**config.mk**
```make
export PLATFORM = sky130hd
export DESIGN_NAME = lzf_front
export DESIGN_NICKNAME = d
export VERILOG_FILES = /design/src/hw/rtl/lzf_pkg.sv /design/src/hw/rtl/lzf_front.sv
export SDC_FILE = /design/constraint.sdc
export NUM_CORES = 1
export LEC_CHECK = 0
export BUFFER_PORTS_ARGS = -buffer_cell sky130_fd_sc_hd__buf_2
export CORE_MARGIN = 2
export CORE_UTILIZATION = 45
export DETAILED_ROUTE_END_ITERATION = 6
export SYNTH_ARGS = -nofsm -noshare
export SYNTH_HDL_FRONTEND = slang
export SYNTH_SLANG_ARGS = --single-unit
```
**constraint.sdc**
```tcl
create_clock -name clk -period 10.1 [get_ports clk]
set_input_delay 2.02 -clock clk [delete_from_list [all_inputs] [get_ports clk]]
set_output_delay 2.02 -clock clk [all_outputs]
set_load 0.03 [all_outputs]
```
**src/hw/rtl/lzf_pkg.sv**
```systemverilog
// Shared types and constants for the LZF block decompressor.
`timescale 1ns / 1ps

package lzf_pkg;

  localparam int WindowBytes = 8192;
  localparam int HistAw      = $clog2(WindowBytes);
  localparam int MaxBlock    = 65536;
  localparam int CntW        = 17;
  localparam int QDepth      = 2;

  // Status codes
  localparam logic [1:0] ST_OK    = 2'd0;
  localparam logic [1:0] ST_LIMIT = 2'd1;
  localparam logic [1:0] ST_DIST  = 2'd2;
  localparam logic [1:0] ST_TRUNC = 2'd3;

  typedef enum logic [1:0] {
    PH_CTRL = 2'd0,
    PH_LIT  = 2'd1,
    PH_EXT  = 2'd2,
    PH_DIST = 2'd3
  } phase_t;

  // Back end command kinds
  typedef enum logic [1:0] {
    CMD_LIT  = 2'd0,
    CMD_COPY = 2'd1,
    CMD_FAIL = 2'd2
  } cmd_kind_t;

  typedef enum logic [1:0] {
    BK_IDLE = 2'd0,
    BK_RD   = 2'd1,
    BK_EMIT = 2'd2
  } back_state_t;

  typedef struct packed {
    logic [7:0]     data_byte;
    logic           first_byte;
    logic           last_byte;
    logic [CntW-1:0] out_limit;
  } in_item_t;

  typedef struct packed {
    logic [63:0]     out_bytes;
    logic [3:0]      byte_count;
    logic            run_last;
    logic            block_end;
    logic [1:0]      status;
    logic [CntW-1:0] total_length;
  } out_item_t;

  // Command from the parser to the executor
  typedef struct packed {
    cmd_kind_t       kind;
    logic [7:0]      lit;
    logic [8:0]      len_m2;   // copy length minus 2
    logic [12:0]     dist_m1;  // distance minus 1
    logic            fin;      // sets block_end on the last result
    logic [1:0]      status;
    logic [CntW-1:0] base;     // output count before this command
  } cmd_t;

endpackage

```
**src/hw/rtl/lzf_front.sv**
```systemverilog
// Token parser: tracks the block position and issues commands.
`timescale 1ns / 1ps

module lzf_front import lzf_pkg::*; (
  input  logic     clk,
  input  logic     rst_n,
  input  logic     in_valid,
  output logic     in_stall,
  input  in_item_t in_data,
  output logic     cmd_valid,
  input  logic     cmd_full,
  output cmd_t     cmd
);

  phase_t          phase_r, phase_nxt;
  logic [CntW-1:0] cnt_r, cnt_nxt;
  logic [CntW-1:0] lim_r, lim_nxt;
  logic [5:0]      lit_left_r, lit_left_nxt;
  logic [8:0]      rlen_r, rlen_nxt;
  logic [4:0]      dhi_r, dhi_nxt;
  logic            done_r, done_nxt;

  logic            acc;
  logic [7:0]      d;
  phase_t          ph;
  logic [CntW-1:0] cnt0, lim0;
  logic [5:0]      left0;
  logic [8:0]      rlen0;
  logic [4:0]      dhi0;
  logic            done0;
  logic [CntW:0]   sum;
  logic [13:0]     ref_dist;
  logic [5:0]      left_dec;

  assign in_stall = cmd_full;
  assign acc      = in_valid && !cmd_full;
  assign d        = in_data.data_byte;
  assign ref_dist = {1'b0, dhi0, d} + 14'd1;
  assign left_dec = (left0 != 6'd0) ? left0 - 6'd1 : 6'd0;

  always_comb begin
    // first_byte view of the state
    if (in_data.first_byte) begin
      cnt0  = '0;
      lim0  = (in_data.out_limit > CntW'(MaxBlock)) ? CntW'(MaxBlock) : in_data.out_limit;
      ph    = PH_CTRL;
      left0 = '0;
      rlen0 = '0;
      dhi0  = '0;
      done0 = 1'b0;
    end else begin
      cnt0  = cnt_r;
      lim0  = lim_r;
      ph    = phase_r;
      left0 = lit_left_r;
      rlen0 = rlen_r;
      dhi0  = dhi_r;
      done0 = done_r;
    end
    phase_nxt    = phase_r;
    cnt_nxt      = cnt_r;
    lim_nxt      = lim_r;
    lit_left_nxt = lit_left_r;
    rlen_nxt     = rlen_r;
    dhi_nxt      = dhi_r;
    done_nxt     = done_r;
    cmd_valid    = 1'b0;
    cmd          = '0;
    cmd.base     = cnt0;
    cmd.lit      = d;
    cmd.len_m2   = rlen0;
    cmd.dist_m1  = {dhi0, d};
    sum          = '0;
    if (acc) begin
      phase_nxt    = ph;
      cnt_nxt      = cnt0;
      lim_nxt      = lim0;
      lit_left_nxt = left0;
      rlen_nxt     = rlen0;
      dhi_nxt      = dhi0;
      done_nxt     = done0;
      if (!done0) begin
        unique case (ph)
          PH_LIT: begin
            cmd_valid    = 1'b1;
            cmd.kind     = CMD_LIT;
            cnt_nxt      = cnt0 + CntW'(1);
            lit_left_nxt = left_dec;
            if (left_dec == 6'd0) begin
              phase_nxt = PH_CTRL;
              cmd.fin   = (cnt0 + CntW'(1) >= lim0) || in_data.last_byte;
            end else if (in_data.last_byte) begin
              cmd.fin    = 1'b1;
              cmd.status = ST_TRUNC;
              phase_nxt  = PH_CTRL;
            end
            done_nxt = cmd.fin;
          end
          PH_EXT: begin
            rlen_nxt  = rlen0 + 9'(d);
            phase_nxt = PH_DIST;
            if (in_data.last_byte) begin
              cmd_valid  = 1'b1;
              cmd.kind   = CMD_FAIL;
              cmd.status = ST_TRUNC;
              done_nxt   = 1'b1;
              phase_nxt  = PH_CTRL;
            end
          end
          PH_DIST: begin
            cmd_valid = 1'b1;
            phase_nxt = PH_CTRL;
            sum       = {1'b0, cnt0} + (CntW+1)'(rlen0) + (CntW+1)'(2);
            if (sum > {1'b0, lim0}) begin
              cmd.kind   = CMD_FAIL;
              cmd.status = ST_LIMIT;
              done_nxt   = 1'b1;
            end else if (CntW'(ref_dist) > cnt0) begin
              cmd.kind   = CMD_FAIL;
              cmd.status = ST_DIST;
              done_nxt   = 1'b1;
            end else begin
              cmd.kind = CMD_COPY;
              cmd.fin  = (sum >= {1'b0, lim0}) || in_data.last_byte;
              done_nxt = cmd.fin;
              cnt_nxt  = sum[CntW-1:0];
            end
          end
          default: begin
            // control byte
            if (d < 8'd32) begin
              sum = {1'b0, cnt0} + (CntW+1)'(d) + (CntW+1)'(1);
              if (sum > {1'b0, lim0}) begin
                cmd_valid  = 1'b1;
                cmd.kind   = CMD_FAIL;
                cmd.status = ST_LIMIT;
                done_nxt   = 1'b1;
              end else begin
                lit_left_nxt = 6'(d) + 6'd1;
                phase_nxt    = PH_LIT;
              end
            end else begin
              rlen_nxt  = 9'(d[7:5]);
              dhi_nxt   = d[4:0];
              phase_nxt = (d[7:5] == 3'd7) ? PH_EXT : PH_DIST;
            end
            if (in_data.last_byte && !(cmd_valid)) begin
              cmd_valid  = 1'b1;
              cmd.kind   = CMD_FAIL;
              cmd.status = ST_TRUNC;
              done_nxt   = 1'b1;
              phase_nxt  = PH_CTRL;
            end else if (cmd_valid) begin
              phase_nxt = PH_CTRL;
            end
          end
        endcase
      end
    end
  end

  // State registers
  always_ff @(posedge clk) begin
    if (!rst_n) begin
      phase_r    <= PH_CTRL;
      cnt_r      <= '0;
      lim_r      <= '0;
      lit_left_r <= '0;
      rlen_r     <= '0;
      dhi_r      <= '0;
      done_r     <= 1'b0;
    end else begin
      phase_r    <= phase_nxt;
      cnt_r      <= cnt_nxt;
      lim_r      <= lim_nxt;
      lit_left_r <= lit_left_nxt;
      rlen_r     <= rlen_nxt;
      dhi_r      <= dhi_nxt;
      done_r     <= done_nxt;
    end
  end

endmodule

```
## After elaboration in Yosys (flattened, before gate mapping)

Index checks and enable logic that the tools add are counted.
Widths: inputs -> output; s select.

| storage, ports and cells | value |
|---|---|
| register bits | 57 |
| input port bits | 31 |
| output and inout port bits | 54 |
| word-level logic and storage cells | 110 |

| cells by class | value |
|---|---|
| add/subtract/negate cells | 9 |
| $lt $le $gt $ge | 7 |
| equality and inequality tests | 4 |
| multiplexer cells | 72 |
| reductions and logical operators | 11 |

Operators with widths:

| kind | count |
|---|---|
| $mux 17 | 6 |
| $mux 2 | 22 |
| $gt 18x17->1 | 2 |
| $pmux 17 s2 | 1 |
| $mux 6 | 5 |
| $mux 9 | 3 |
| $mux 1 | 20 |
| $mux 5 | 4 |
| $add 17x8->18 | 1 |
| $add 17x9->18 | 1 |
| $add 18x1->18 const B | 1 |
| $add 18x2->18 const B | 1 |
| $ge 18x17->1 | 1 |
| $pmux 2 s3 | 3 |
| $pmux 9 s2 | 1 |
| $add 17x1->17 const B | 1 |
| $ge 17x17->1 | 1 |
| $gt 14x17->1 | 1 |
| $gt 17x17->1 const B | 1 |
| $add 13x1->14 const B | 1 |
| $pmux 6 s2 | 1 |
| $add 9x8->9 | 1 |
| $mux 3 | 3 |
| $lt 8x6->1 const B | 1 |
| 14 further kinds | 20 |

## Longest topological paths before layout

| logic depth | value |
|---|---|
| depth after elaboration | 15 |
| mapped depth | 27 |
| gate-level depth less buffers | 22 |

## Least setup slack after synthesis

No wires, ideal clock.

| timing | value |
|---|---|
| kind | input port to output port |
| from | input port in_data[18] in the netlist's numbering |
| to | output port cmd[18] in the netlist's numbering |
| arrival | 7.657 ns |
| data required time | 8.080 ns |
| setup slack | 0.423 ns |
| stages on the path | 24 |
| buffers on the path | 4 |
| cells stage by stage | clkbuf_1 clkbuf_1 clkbuf_1 buf_1 nor2b_1 inv_1 ha_1 inv_1 fa_1 maj3_1 a21oi_1 maj3_1 nor2_1 o22ai_1 nor3_1 xnor2_1 ha_1 nand2_1 or4_1 o32ai_1 a31oi_1 o21ai_1 nand2_1 a221oi_1 |

RTL lines:

| element | RTL line | text |
|---|---|---|
| start: declaration | lzf_front.sv:9 | `input in_item_t in_data,` |
| end: declaration | lzf_front.sv:12 | `output cmd_t cmd` |

==> out/metrics.csv <==
stage;metric;value;unit
grt;pin count of the biggest net entering global routing;44;
detailed_routing;Post-Route WL;24.5;mm
floorplan;Top-Level Pins;85;
pwr;Max IR drop VDD;0.0920;mV
grt;GRT overflow;0;
sta;setup_tns;0;ps
clock_tree;CTS root buf;clkbuf_16;
floorplan;Site Rows;45;
clock_tree;CTS tree;yes;
synthesis;Post-Syn Nets;1082;
floorplan;total die area;16800;um^2
layout;Final Util;51.3;%
sta;max frequency;106;MHz
grt;grt met2 use;47.3;%
placed_design;Placer Congestion;0.967;
worst_setup_path;RR Startpoint;cnt_r[1];
sta;Final Hold Fails;0;
clock_tree;CTS Hold Bufs;0;
worst_setup_path;CP Data Required Time;8080;ps
floorplan;Initial Util;46.5;%
floorplan;core area;15300;um^2
synthesis;Post-synth EDFFs;0;
layout;commonest non-fill, non-tap cell in the layout;nor2_1;
pwr;P_sw;288;uW
sta;Setup violations, final;0;
synthesis;Mapped Area;7120;um^2
min_path;Hold Path Origin;lim_r[0];
worst_setup_path;Worst path slowest cell;nor3_4;
sta;fin crit share;93.2;%
grt;global-route wire length before repair;37.8;mm
worst_setup_path;data arrival time of the critical path;7400;ps
detailed_routing;Initial DRC Count;550;
pwr;Internal Power;500;uW
pwr;Sw Ratio;36.5;%
grt;met1 Track Usage GR;40.1;%
pwr;clock power share;37.2;%
synthesis;synthesized flop and latch total;57;
sta;RSZ-0062 raised after global routing;false;
pwr;LEAKAGE;3.45;nW
clock_tree;H-tree depth;3;
synthesis;Seq/Total Area, Yosys;16.0;%
grt;vias in the first global route;6830;
worst_setup_path;Critical Setup Path Class;primary input to output port;
grt;Overall Global Routing Usage;29.3;%
placed_design;PortBufs;84;
worst_setup_path;cells on worst reg2reg path;22;
layout;fin nets;1123;
sta;Slew Limit Fails;0;
worst_setup_path;CP max FO;16;
min_path;hold crit path type;flop to flop;
detailed_routing;WL/cell;20.1;um
clock_tree;worst skew pair latency;350;ps
status;outcome;completed;
worst_setup_path;CP Launch Type;primary input;
clock_tree;cts repair resizes;0;
worst_setup_path;CP most frequent cell;a21oi_1;
floorplan;Die X;130;um
worst_setup_path;Critical Path End Type;output port;
min_path;Hold Path Depth;2;
layout;fillers;1631;
detailed_routing;Routed Antenna Nets;0;
detailed_routing;via count;7344;
layout;layout cells sized above 1;12.9;%
worst_setup_path;worst-path cell chain;buf_2 -> nor2b_1 -> inv_1 -> ha_1 -> inv_1 -> ha_1 -> inv_1 -> fa_1 -> nand2b_1 -> a21oi_1 -> a211oi_1 -> o21ai_1 -> a21oi_1 -> a31o_2 -> ha_1 -> a211o_1 -> o211ai_1 -> a21oi_1 -> nor3_1 -> a21oi_1 -> nor3_4 -> o311ai_1 -> a21oi_1 -> buf_2;
placed_design;dpl hpwl;18.7;mm
run;max-cap violations;0;
clock_tree;CTS Buf Count;9;
detailed_routing;routed vias/inst;6.03;
clock_tree;Sink Count;57;
grt;antenna violations before repair;0;
clock_tree;Max clock buf depth;2;
synthesis;Synth Instances;960;
sta;Setup Skew;8.38;ps
worst_setup_path;max incr delay on CP;690;ps
layout;ant diodes;0;
grt;met3 usage;4.39;%
sta;Tmin final;9420;ps
synthesis;Post-synth top flop;dfxtp_1;
pwr;combinational power share;31.4;%
worst_setup_path;r2r setup slk;4560;ps
clock_tree;clk slew on worst S/H paths;50;ps
pwr;Power Density;100;nW/um^2
min_path;Hold Path Sink;lim_r[0];
detailed_routing;DRC viols;0;
layout;area grow syn2layout;10.4;%
detailed_routing;First-pass DRT Iterations;5;
floorplan;Die Height;130;um
synthesis;YS warnings;0;
clock_tree;Post-CTS Setup Inserts;0;
pwr;sequential power share;31.3;%
sta;slew margin rel.;22.0;%
sta;Worst Max-Slew Pin Slew;1170;ps
synthesis;Yosys cell types;81;
synthesis;Synth Area per Inst;7.42;um^2
synthesis;Post-synth ARST share;0;%
worst_setup_path;reg2reg end;cnt_r[3];
layout;most frequent cells in the layout;98 x nor2_1, 88 x ha_1, 84 x buf_2, 70 x nand2_1, 61 x o21ai_0;
grt;global route hottest layer;met2;
-- per-stage QoR --
step           instance area, um^2  instances  power [mW]  hold slack [ps]  setup slack (ps)
5_1_grt                       7860       1217       0.825              471               188
6_report                      7860       1217       0.789              452               682
3_5_place_dp                  7580       1201       0.497              447               743
4_1_cts                       7860       1217       0.789              453               722
3_3_place_gp                  7580       1201       0.496              446               799
2_1_floorplan                 7120        960       0.427              437               423
-- worst max-delay path: cells and delay by family --
| family | cells | cell delay [ps] |
|---|---|---|
| compound gates | 11 | 2150 |
| fa+ha+maj | 4 | 1130 |
| buf+inv | 5 | 650 |
| simple gates | 4 | 1440 |
-- synthesized netlist by cell type (all sizes together), types with 10 or more instances --
cell type,n,area share [%]
nor2,98,5.2
ha,88,15
nand2,71,3.8
o21ai,65,4.6
a21oi,58,4.1
dfxtp,57,16
xnor2,53,6.5
clkbuf,44,2.3
inv,41,2.2
nand3,34,2.4
a22oi,26,2.7
buf,26,2.5
nor3,25,2.0
a211oi,23,2.4
nor2b,23,2.0
xor2,19,2.3
nand4,17,1.5
and2,14,1.2
mux2i,14,2.0
a31oi,11,0.97
a32o,11,1.5
nor4,11,1.1
nand2b,10,0.88
-- cell families (layout without fill, tap and decap cells) --
| logic type | count (synthesis) | count (layout) | share of synthesized area (%) |
|---|---|---|---|
| buffers and inverters | 114 | 160 | 7.22 |
| XOR/XNOR | 72 | 72 | 8.86 |
| multiplexers | 14 | 14 | 1.97 |
| flip-flops | 57 | 57 | 16.0 |
| AO/OA/AOI/OAI | 272 | 272 | 25.7 |
| AND/OR/NAND/NOR | 333 | 333 | 23.0 |
| adder cells (fa/ha/maj) | 98 | 98 | 17.3 |
-- routing by layer --
layer	up-vias	share of wire [%]
li1	3591	-
met1	3412	45
met2	298	45
met4	0	2.7
met3	43	7.2
met5	-	0
-- cell type report --
type / count / area (um^2) / share of cell area (%)
Clock inverter: 3 / 15.0 / 0.191
Sequential cell: 57 / 1140 / 14.5
Multi-Input combinational cell: 789 / 5470 / 69.6
Inverter: 44 / 168 / 2.13
Clock buffer: 13 / 260 / 3.31
Tap cell: 211 / 264 / 3.36
Timing Repair Buffer: 100 / 541 / 6.88
-- flip-flops by register name (all words and copies together), names as in the netlist --
name / count
dhi_r: 5
lim_r: 17
phase_r: 2
done_r: 1
rlen_r: 9
lit_left_r: 6
cnt_r: 17
-- power groups by stage --
stage	Combinational, mW	Clock, mW	Sequential, mW
2_1_floorplan	0.180	0	0.247
3_3_place_gp	0.245	0	0.252
3_5_place_dp	0.246	0	0.251
4_1_cts	0.247	0.296	0.247
5_1_grt	0.273	0.304	0.248
6_report	0.248	0.294	0.247
-- how the worst max path moves through the flow --
stage,from,to,slack (ps)
6_report,in_data[18],cmd[19],680
2_1_floorplan,in_data[18],cmd[18],420
5_1_grt,in_data[18],cmd[19],190
4_1_cts,in_data[18],cmd[19],720
3_5_place_dp,in_data[18],cmd[19],740
3_3_place_gp,in_data[18],cmd[19],800
No activity file was read; power rests on OpenSTA's default activity.
