### src/hw/rtl/lzf_pkg.sv
// Shared types and constants for the LZF block decompressor.
`timescale 1ns / 1ps

package lzf_pkg;

  localparam int WindowBytes = 8192;
  localparam int HistAw      = $clog2(WindowBytes);
  localparam int MaxBlock    = 65536;
  localparam int CntW        = 17;
  localparam int QDepth      = 2;

  // Status codes
  localparam logic [1:0] ST_OK    = 2'd0;
  localparam logic [1:0] ST_LIMIT = 2'd1;
  localparam logic [1:0] ST_DIST  = 2'd2;
  localparam logic [1:0] ST_TRUNC = 2'd3;

  typedef enum logic [1:0] {
    PH_CTRL = 2'd0,
    PH_LIT  = 2'd1,
    PH_EXT  = 2'd2,
    PH_DIST = 2'd3
  } phase_t;

  // Back end command kinds
  typedef enum logic [1:0] {
    CMD_LIT  = 2'd0,
    CMD_COPY = 2'd1,
    CMD_FAIL = 2'd2
  } cmd_kind_t;

  typedef enum logic [1:0] {
    BK_IDLE = 2'd0,
    BK_RD   = 2'd1,
    BK_EMIT = 2'd2
  } back_state_t;

  typedef struct packed {
    logic [7:0]     data_byte;
    logic           first_byte;
    logic           last_byte;
    logic [CntW-1:0] out_limit;
  } in_item_t;

  typedef struct packed {
    logic [63:0]     out_bytes;
    logic [3:0]      byte_count;
    logic            run_last;
    logic            block_end;
    logic [1:0]      status;
    logic [CntW-1:0] total_length;
  } out_item_t;

  // Command from the parser to the executor
  typedef struct packed {
    cmd_kind_t       kind;
    logic [7:0]      lit;
    logic [8:0]      len_m2;   // copy length minus 2
    logic [12:0]     dist_m1;  // distance minus 1
    logic            fin;      // sets block_end on the last result
    logic [1:0]      status;
    logic [CntW-1:0] base;     // output count before this command
  } cmd_t;

endpackage

### src/hw/rtl/lzf_cmd_queue.sv
// Short command queue between parser and executor.
`timescale 1ns / 1ps

module lzf_cmd_queue import lzf_pkg::*; (
  input  logic clk,
  input  logic rst_n,
  input  logic wr_en,
  input  cmd_t wr_data,
  output logic full,
  output logic rd_valid,
  input  logic rd_en,
  output cmd_t rd_data
);

  localparam int Aw = $clog2(QDepth);

  cmd_t          mem_r [QDepth];
  logic [Aw-1:0] wp_r, rp_r;
  logic [Aw:0]   cnt_r;

  assign full     = (cnt_r == (Aw+1)'(QDepth));
  assign rd_valid = (cnt_r != '0);
  assign rd_data  = mem_r[rp_r];

  // Storage
  always_ff @(posedge clk) begin
    if (wr_en) mem_r[wp_r] <= wr_data;
  end

  // Pointers
  always_ff @(posedge clk) begin
    if (!rst_n) begin
      wp_r  <= '0;
      rp_r  <= '0;
      cnt_r <= '0;
    end else begin
      if (wr_en) wp_r <= wp_r + Aw'(1);
      if (rd_en) rp_r <= rp_r + Aw'(1);
      cnt_r <= cnt_r + (Aw+1)'(wr_en) - (Aw+1)'(rd_en);
    end
  end

endmodule

### config.mk
export PLATFORM = sky130hd
export DESIGN_NAME = lzf_cmd_queue
export DESIGN_NICKNAME = d
export VERILOG_FILES = /design/src/hw/rtl/lzf_pkg.sv /design/src/hw/rtl/lzf_cmd_queue.sv
export SDC_FILE = /design/constraint.sdc
export NUM_CORES = 1
export LEC_CHECK = 0
export BUFFER_PORTS_ARGS = -buffer_cell sky130_fd_sc_hd__buf_2
export CORE_MARGIN = 10
export CORE_UTILIZATION = 47
export DETAILED_ROUTE_END_ITERATION = 12
export PLACE_DENSITY = 0.75
export SETUP_SLACK_MARGIN = 0.1
export SYNTH_ARGS = -nofsm -noshare
export SYNTH_HDL_FRONTEND = slang
export SYNTH_SLANG_ARGS = --single-unit
### constraint.sdc
create_clock -name clk -period 3 [get_ports clk]
set_clock_uncertainty 0.15 [all_clocks]
set_input_delay 0.3 -clock clk [delete_from_list [all_inputs] [get_ports clk]]
set_output_delay 0.3 -clock clk [all_outputs]
set_load 0.02 [all_outputs]
* Word-level counts from Yosys, hierarchy flattened
Memory sizes are Yosys's and may differ from the RTL's. A register that Yosys moved wholly into a read port is not among the register bits. Index checks and enable logic that the tools add are counted.
Storage, ports and cells: bits in registers 4, RAM bits 104, bits of input ports 56, logic and storage cells 14, memories 1
Memory list:
- mem_r | words 2, width 52, rd ports 1, clocked after memory_dff 1, write ports 1, RTL line lzf_cmd_queue.sv:17 | cmd_t mem_r [QDepth];
Operators by class: $add $sub $neg 4, equal/unequal tests 1, muxes and demuxes 4, reduce and logical (&&, ||, !) cells 1
Operators by type and width (number):
- $mux 1 | 4
- $add 1x1->1 const B | 2
- $add 2x1->2 | 1
- $eq 2x2->1 const B | 1
- $reduce_bool 2->1 | 1
- $sub 2x1->2 | 1

* Longest topological paths before layout
Gate-level depths: netlist of the first run.
depth in word-level cells 3, depth in mapped cells 6, depth with buffers taken out 6

* Worst setup path after synthesis of the first run
OpenSTA, ideal clock, no wires.
path kind register to register, start point register wp_r, end point memory mem_r[0][0] in the netlist's numbering (enable), library setup time 0.469 ns, data arrival time 2.649 ns, setup slack -0.268 ns, stages on the path, launching flop included 2, buffers on the path 0, cell sequence dfxtp_1 > nor2b_1
RTL lines:
- start, declared | RTL line lzf_cmd_queue.sv:18 | logic [Aw-1:0] wp_r, rp_r;
- start signal, assigned | RTL line lzf_cmd_queue.sv:37 | if (wr_en) wp_r <= wp_r + Aw'(1);
- end, declared | RTL line lzf_cmd_queue.sv:17
Straight into the memory's write port.

==> summary.txt, run 1 <==
Route
  • Iteration-0 DRC Markers: 79
  • Residual DRC: 0
  • Wire length per cell: 17.45 µm
  • DR vias: 2195
  • Routed vias/inst: 4.710
  • DRT Pass-1 Iters: 4
  • ANT nets after route: 0
  • Final WL: 8132 µm

Synthesis
  • Top post-synthesis cells by count: edfxtp_1 (104), mux2_4 (50), buf_12 (5), dfxtp_1 (5)
  • Async SR Flop Fraction: 0%
  • Synth top area cells: edfxtp_1 (74%), mux2_4 (18%), buf_12 (2.4%), dfxtp_1 (2.4%), and2_1 (0.59%)
  • Yosys top cell by area: edfxtp_1
  • Post-synthesis cell type count: 14
  • Synth Register Bits: 109
  • Post-synthesis sequential area ratio: 76.10%
  • Post-synthesis cell area: 4235 µm²
  • Most frequent cell after synthesis: edfxtp_1
  • Post-synth EDFFs: 104
  • Main flop type after synthesis: edfxtp_1
  • Synthesis Warnings: 0
  • Post-Syn Instances: 183
  • Share of the synthesized area in the top cell type: 73.74%
  • Syn nets: 241
  • Mean Syn Cell Area: 23.14 µm²

STA
  • RSZ-0062 raised after global routing: no
  • Slew headroom: 57.68%
  • F_max: 430.5 MHz
  • Final worst path period share: 77.43%
  • Final Hold Viols: 0
  • Fin Hold WS: 0.04418 ns
  • Slew @ Worst Pin: 0.6348 ns
  • Final TNS setup: 0 ns
  • Finish-stage setup viols: 0
  • Fin crit period: 2.323 ns
  • Final Max Tran Viols: 0

Worst setup path
  • Startpoint type of the worst setup path: flop
  • Largest stage delay, worst path: 0.75 ns
  • Req. time, crit path: 2.55 ns
  • Crit path DAT: 1.87 ns
  • Critical-path maximum fanout: 33
  • Slowest-stage cell, CP: dfxtp_4
  • Cells along the critical path: buf_12 > mux2_4 > buf_2
  • CP Class: reg2out
  • Crit end category: output port

Worst hold path
  • Hold Path Class: in2reg

Clock tree
  • Clock Pin Slew Worst Setup and Hold Paths: 0.09 ns
  • CTS sink count: 109
  • Number of H-tree levels: 3
  • Root Buffer: clkbuf_8
  • Worst skew pair latency: 0.35 ns
  • Num CTS Buffers: 9
  • CTS tree: built
  • CTS max path bufs: 2

Global route
  • Met1 GRT Util: 13.80%
  • Global-route met3 utilization: 4.010%
  • First-pass GRT wire length: 12790 µm
  • Gr busiest metal: met2
  • Largest net degree at the start of global routing: 39
  • Overflow after GRT: 0
  • Tot GR Track Use: 12.40%
  • Met2 usage in global routing: 21.40%
  • Initial antenna violation count: 0
  • Vias in the first global route: 2518

Floorplan
  • Starting Density: 48.33%
  • Site row count: 34
  • Die X: 114.9 µm
  • Die Ht: 114.9 µm
  • Core Region: 8763 µm²
  • I/O pin count: 110
  • Die area: 13210 µm²

Placement
  • Number of port buffers: 109
  • Placer Congestion: 0.6444

Cells and area
  • Multi-input logic area: 902.1 µm²
  • Seq. cell area: 3227 µm²
  • Fill cell count: 628
  • ANT cells: 0
  • Final net count: 411
  • Layout cells sized above 1: 51.40%
  • P&R area growth vs syn: 33.06%

Pwr
  • Overall Power: 3.351 mW
  • Leakage: 2.268 nW
  • Pwr dens: 594.7 nW/µm²
  • Peak supply drop: 0.4009 mV

Status
  • Run status: complete, no violations

Flow run
  • Total of max-cap violations: 0
[kinds of logic after synthesis]
kind of cell / Yosys count / synth area share [%]
flip-flops: 109 / 76.10
multiplexers: 52 / 18.26
AND/OR/NAND/NOR: 9 / 1.329
buffers and inverters: 8 / 2.807
XOR/XNOR: 2 / 0.7386
adder cells (fa/ha/maj): 2 / 0.5907
AO/OA/AOI/OAI: 1 / 0.1773
[metal layers]
| layer | vias to the layer above | routed length, µm |
|---|---|---|
| met5 | - | 0 |
| met1 | 1067 | 3290 |
| met4 | 0 | 92 |
| met2 | 72 | 4136 |
| li1 | 1048 | - |
| met3 | 8 | 613 |
[state kept, by name, summed over array words and instances, names as in the netlist, named ones only]
register / flops
mem_r: 104
cnt_r: 2
rp_r: 1
wp_r: 1
[critical path, delay by kind of cell (launching register included)]
family   cells  cell delay, ns
flops        1            0.75
buf+inv      2            0.44
mux          1            0.32
[per-stage QoR]
stage | area [µm²] | utilization, % | cells | setup slack [ns]
floorplan | 4238 | - | 183 | 0.7324
global placement | 4872 | 55.60 | 398 | 1.011
detailed placement | 4872 | 55.60 | 398 | 1.001
CTS | 5635 | 64.31 | 466 | 0.6010
global route | 5635 | 64.31 | 466 | 0.5591
finish | 5635 | 64.31 | 466 | 0.6772
[layout make-up]
class                   count  share of cell area (%)
clock buffers               9                   2.198
clock inverters             7                   2.109
repair buffers            165                   19.89
multi-input cells          66                   16.01
inverters                   2                  0.1332
well taps                 108                   2.398
flip-flops and latches    109                   57.26
[power by group]
group          internal (mW)  switching, mW  total [mW]
clock                  0.557          0.476        1.03
sequential              1.76         0.0470        1.80
combinational          0.271          0.245       0.516
[worst paths after layout]
path                                     to  cells past startpoint  start  slack, ns
worst max-delay path            rd_data[47]                      3   flop       0.68
worst min-delay path                   wp_r                      2  rst_n       0.04
worst max register to register  mem_r[1][7]                      2   wp_r       1.22
worst min register to register         flop                      2   rp_r       0.45
[cells in the final DEF, fill, tap and decap left out]
cell / count
and2_1: 3
and2_2: 1
buf_12: 2
buf_2: 109
buf_4: 2
bufinv_16: 3
clkbuf_8: 9
clkinv_1: 1
clkinvlp_4: 1
dfxtp_1: 4
dfxtp_4: 1
dlygate4sd3_1: 52
edfxtp_1: 104
ha_1: 2
inv_1: 2
inv_6: 2
mux2_2: 2
mux2_4: 50
nor2b_1: 3
nor2b_4: 1
o21a_1: 1
or2_2: 1
xnor3_1: 1
xor2_1: 1
[repair_timing]
item,in CTS,in global routing
gates resized for setup,0,0
hold endpoints to repair,104,0
setup buffers,0,0
hold buffers,52,0
Note: power is estimated with default switching activity, not from simulation.
==> run 2, diff against run 1 <==
--- a/config.mk
+++ b/config.mk
@@ -7,9 +7,9 @@
 export LEC_CHECK = 0
 export BUFFER_PORTS_ARGS = -buffer_cell sky130_fd_sc_hd__buf_2
 export CORE_MARGIN = 10
-export CORE_UTILIZATION = 47
+export CORE_UTILIZATION = 50
 export DETAILED_ROUTE_END_ITERATION = 12
-export PLACE_DENSITY = 0.75
+export PLACE_DENSITY = 0.76
 export SETUP_SLACK_MARGIN = 0.1
 export SYNTH_ARGS = -nofsm -noshare
 export SYNTH_HDL_FRONTEND = slang
==> constraint.sdc (replaced) <==
create_clock -name clk -period 2.2 [get_ports clk]
set_clock_uncertainty 0.15 [all_clocks]
set_input_delay 0.22 -clock clk [delete_from_list [all_inputs] [get_ports clk]]
set_output_delay 0.22 -clock clk [all_outputs]
set_load 0.02 [all_outputs]
==> run 2 against run 1 <==
  * Global-route usage increased by 0.33 points
  * Sequential share of layout area about the same
  * Sequential power increased by 35%
  * Core utilization increased by 4.2 points
  * Power increased by 26%
==> summary.txt, run 2 (synthesized netlist as in run 1, its figures left out) <==
Worst setup path
  • Crit end category: output port (unchanged)
  • RR Endpoint: mem_r[1][10] (was mem_r[1][7])
  • FF-to-FF setup slack: 0.67 ns (was 1.22 ns)
  • R2R cell count: 2 (unchanged)
  • Reg2reg start: wp_r (unchanged)
  • Crit-path leading delay family: buffers and inverters (was flip-flops)
  • Crit path DAT: 1.53 ns (was 1.87 ns)
  • Cells along the critical path: buf_4 > mux2_4 > buf_2 (was buf_12 > mux2_4 > buf_2)
  • Largest stage delay, worst path: 0.42 ns (was 0.75 ns)
  • Startpoint type of the worst setup path: flop (unchanged)
  • CP Class: reg2out (unchanged)
  • Critical-path maximum fanout: 12 (was 33)
  • Req. time, crit path: 1.83 ns (was 2.55 ns)
  • Slowest-stage cell, CP: dfxtp_4 (unchanged)
  • Buffers and inverters on the worst path: 2 (unchanged)

Clock tree
  • Num CTS Buffers: 9 (unchanged)
  • Number of H-tree levels: 3 (unchanged)
  • CTS tree: built (unchanged)
  • Worst skew pair latency: 0.35 ns (about the same)
  • Root Buffer: clkbuf_8 (unchanged)
  • CTS max path bufs: 2 (unchanged)
  • Clock Pin Slew Worst Setup and Hold Paths: 0.10 ns (was 0.09 ns)
  • CTS sink count: 109 (unchanged)

Floorplan
  • Core Region: 8217 µm² (was 8763 µm²)
  • Die area: 12550 µm² (was 13210 µm²)
  • Starting Density: 51.55% (was 48.33%)
  • I/O pin count: 110 (unchanged)
  • Die X: 112.0 µm (was 114.9 µm)
  • Site row count: 33 (was 34)
  • Die Ht: 112.0 µm (was 114.9 µm)

Cells and area
  • Final net count: 416 (was 411)
  • Core Util, Final: 68.55% (was 64.31%)
  • ANT cells: 0 (unchanged)
  • Most frequent cells in the layout: buf_2 (109), edfxtp_1 (104), dlygate4sd3_1 (53) (was buf_2 (109), edfxtp_1 (104), dlygate4sd3_1 (52))
  • Top Registers: mem_r: 104 flops, cnt_r: 2 flops (unchanged)
  • Commonest non-fill, non-tap cell in the layout: buf_2 (unchanged)
  • Largest Register: mem_r (unchanged)
  • P&R area growth vs syn: 33.00% (was 33.06%)
  • Layout cells sized above 1: 51.24% (was 51.40%)
  • Max FFs per register: 104 (unchanged)
  • Fill cell count: 554 (was 628)

Route
  • Routed vias/inst: 4.684 (was 4.710)
  • Residual DRC: 0 (unchanged)
  • DR top layer: met4 (unchanged)
  • Wire length per cell: 17.10 µm (was 17.45 µm)
  • ANT nets after route: 0 (unchanged)
  • DRT Pass-1 Iters: 4 (unchanged)
  • Final WL: 8003 µm (was 8132 µm)
  • Met2 Wirelength: 4272 µm (was 4136 µm)
  • DR vias: 2192 (was 2195)
  • DR WL met3: 597 µm (was 613 µm)
  • Iteration-0 DRC Markers: 67 (was 79)
  • Post-Route M1 WL: 3024 µm (was 3290 µm)

Pwr
  • Leakage: 2.270 nW (was 2.268 nW)
  • Pwr dens: 751.2 nW/µm² (was 594.7 nW/µm²)
  • Peak supply drop: 0.4448 mV (was 0.4009 mV)

STA
  • Fin crit period: 1.901 ns
  • Final Hold Viols: 0 (unchanged)
  • Final TNS setup: 0 ns (unchanged)
  • F_max: 526.1 MHz
  • Slew @ Worst Pin: 0.4643 ns (was 0.6348 ns)
  • Finish-stage setup viols: 0 (unchanged)
  • Final worst path period share: 86.41%
  • RSZ-0062 raised after global routing: no (unchanged)
  • Slew headroom: 69.05% (was 57.68%)
  • Final Max Tran Viols: 0 (unchanged)

Worst hold path
  • Hold_sp: rd_en (was rst_n)
  • Worst Hold End: rp_r (was wp_r)
  • Hold Crit Depth: 3 (was 2)
  • Hold Path Class: in2reg (unchanged)

Global route
  • Vias in the first global route: 2516 (was 2518)
  • Largest net degree at the start of global routing: 54 (was 39)
  • Tot GR Track Use: 12.73% (was 12.40%)
  • First-pass GRT wire length: 12770 µm (was 12790 µm)
  • Overflow after GRT: 0 (unchanged)
  • Initial antenna violation count: 0 (unchanged)

Status
  • Run status: complete, no violations (unchanged)

Flow run
  • Total of max-cap violations: 0 (unchanged)

Placement
  • Placer Congestion: 0.6645 (was 0.6444)
  • Number of port buffers: 109 (unchanged)
  • Final HPWL DP: 5220 µm
[run 2: cell types whose count changed in the layout (fill, tap and decap cells not counted), sizes merged]
cell / change
buf: +4
clkbuf: +2
clkinv: +2
dlygate4sd3: +1
bufinv: -3
clkinvlp: -1
[run 2: final cells by class]
class	instances	area (µm²)	area share, %
clock buffer	11	131.4	2.332
clock inverter	5	35.03	0.6219
inverter	2	7.507	0.1333
multi-input combinational	66	902.1	16.02
sequential	109	3227	57.29
tap	105	131.4	2.332
timing repair buffer	170	1199	21.28
[run 2: power by group]
part,internal (mW),leakage (nW),switching (mW),total (mW)
clock network,0.418,0.0857,0.632,1.05
logic,0.387,1.17,0.361,0.749
registers,2.39,1.02,0.0386,2.43
total,3.20,2.27,1.03,4.23
[run 2: what timing repair did]
action                     in CTS  in global routing
gates resized for setup         0                  0
buffers inserted                0                  3
hold endpoints to repair      109                  0
hold buffers                   53                  0
setup endpoints to repair       0                  5
[run 2: how the worst max path moves through the flow]
stage,startpoint,endpoint,slack (ns),cells past startpoint
after detailed placement,flop,rd_data[40],0.51,3
final,flop,rd_data[4],0.30,3
after global routing,flop,rd_data[4],0.24,3
after floorplan,wp_r,mem_r[0][0],0.52,1
after global placement,flop,rd_data[40],0.51,3
after CTS,flop,rd_data[40],0.10,3
[run 2: metal layers]
layer / GRT usage (%) / up-vias
li1: - / 1062
met1: 13.26 / 1057
met2: 23.08 / 64
met3: 4.420 / 9
met4: 4.822 / 0
met5: 0 / -
[run 2: worst reg2reg max path: cells and delay by family, from the launching register on]
family	cells	cell delay (ns)
buffers and inverters	1	0.24
DFF	1	0.39
and+or+nand+nor	1	0.46
[run 2: metrics by stage]
stage	std cells	instance area, µm²	setup slack [ns]	total power, mW	hold WS (ns)
after floorplan	183	4244	0.5159	2.954	0.1689
after global placement	396	4913	0.5103	3.139	0.2574
after detailed placement	396	4913	0.5129	3.158	0.2616
after CTS	465	5610	0.1044	4.269	0.06154
after global routing	468	5633	0.2366	4.411	0.08126
final	468	5633	0.2991	4.232	0.06936
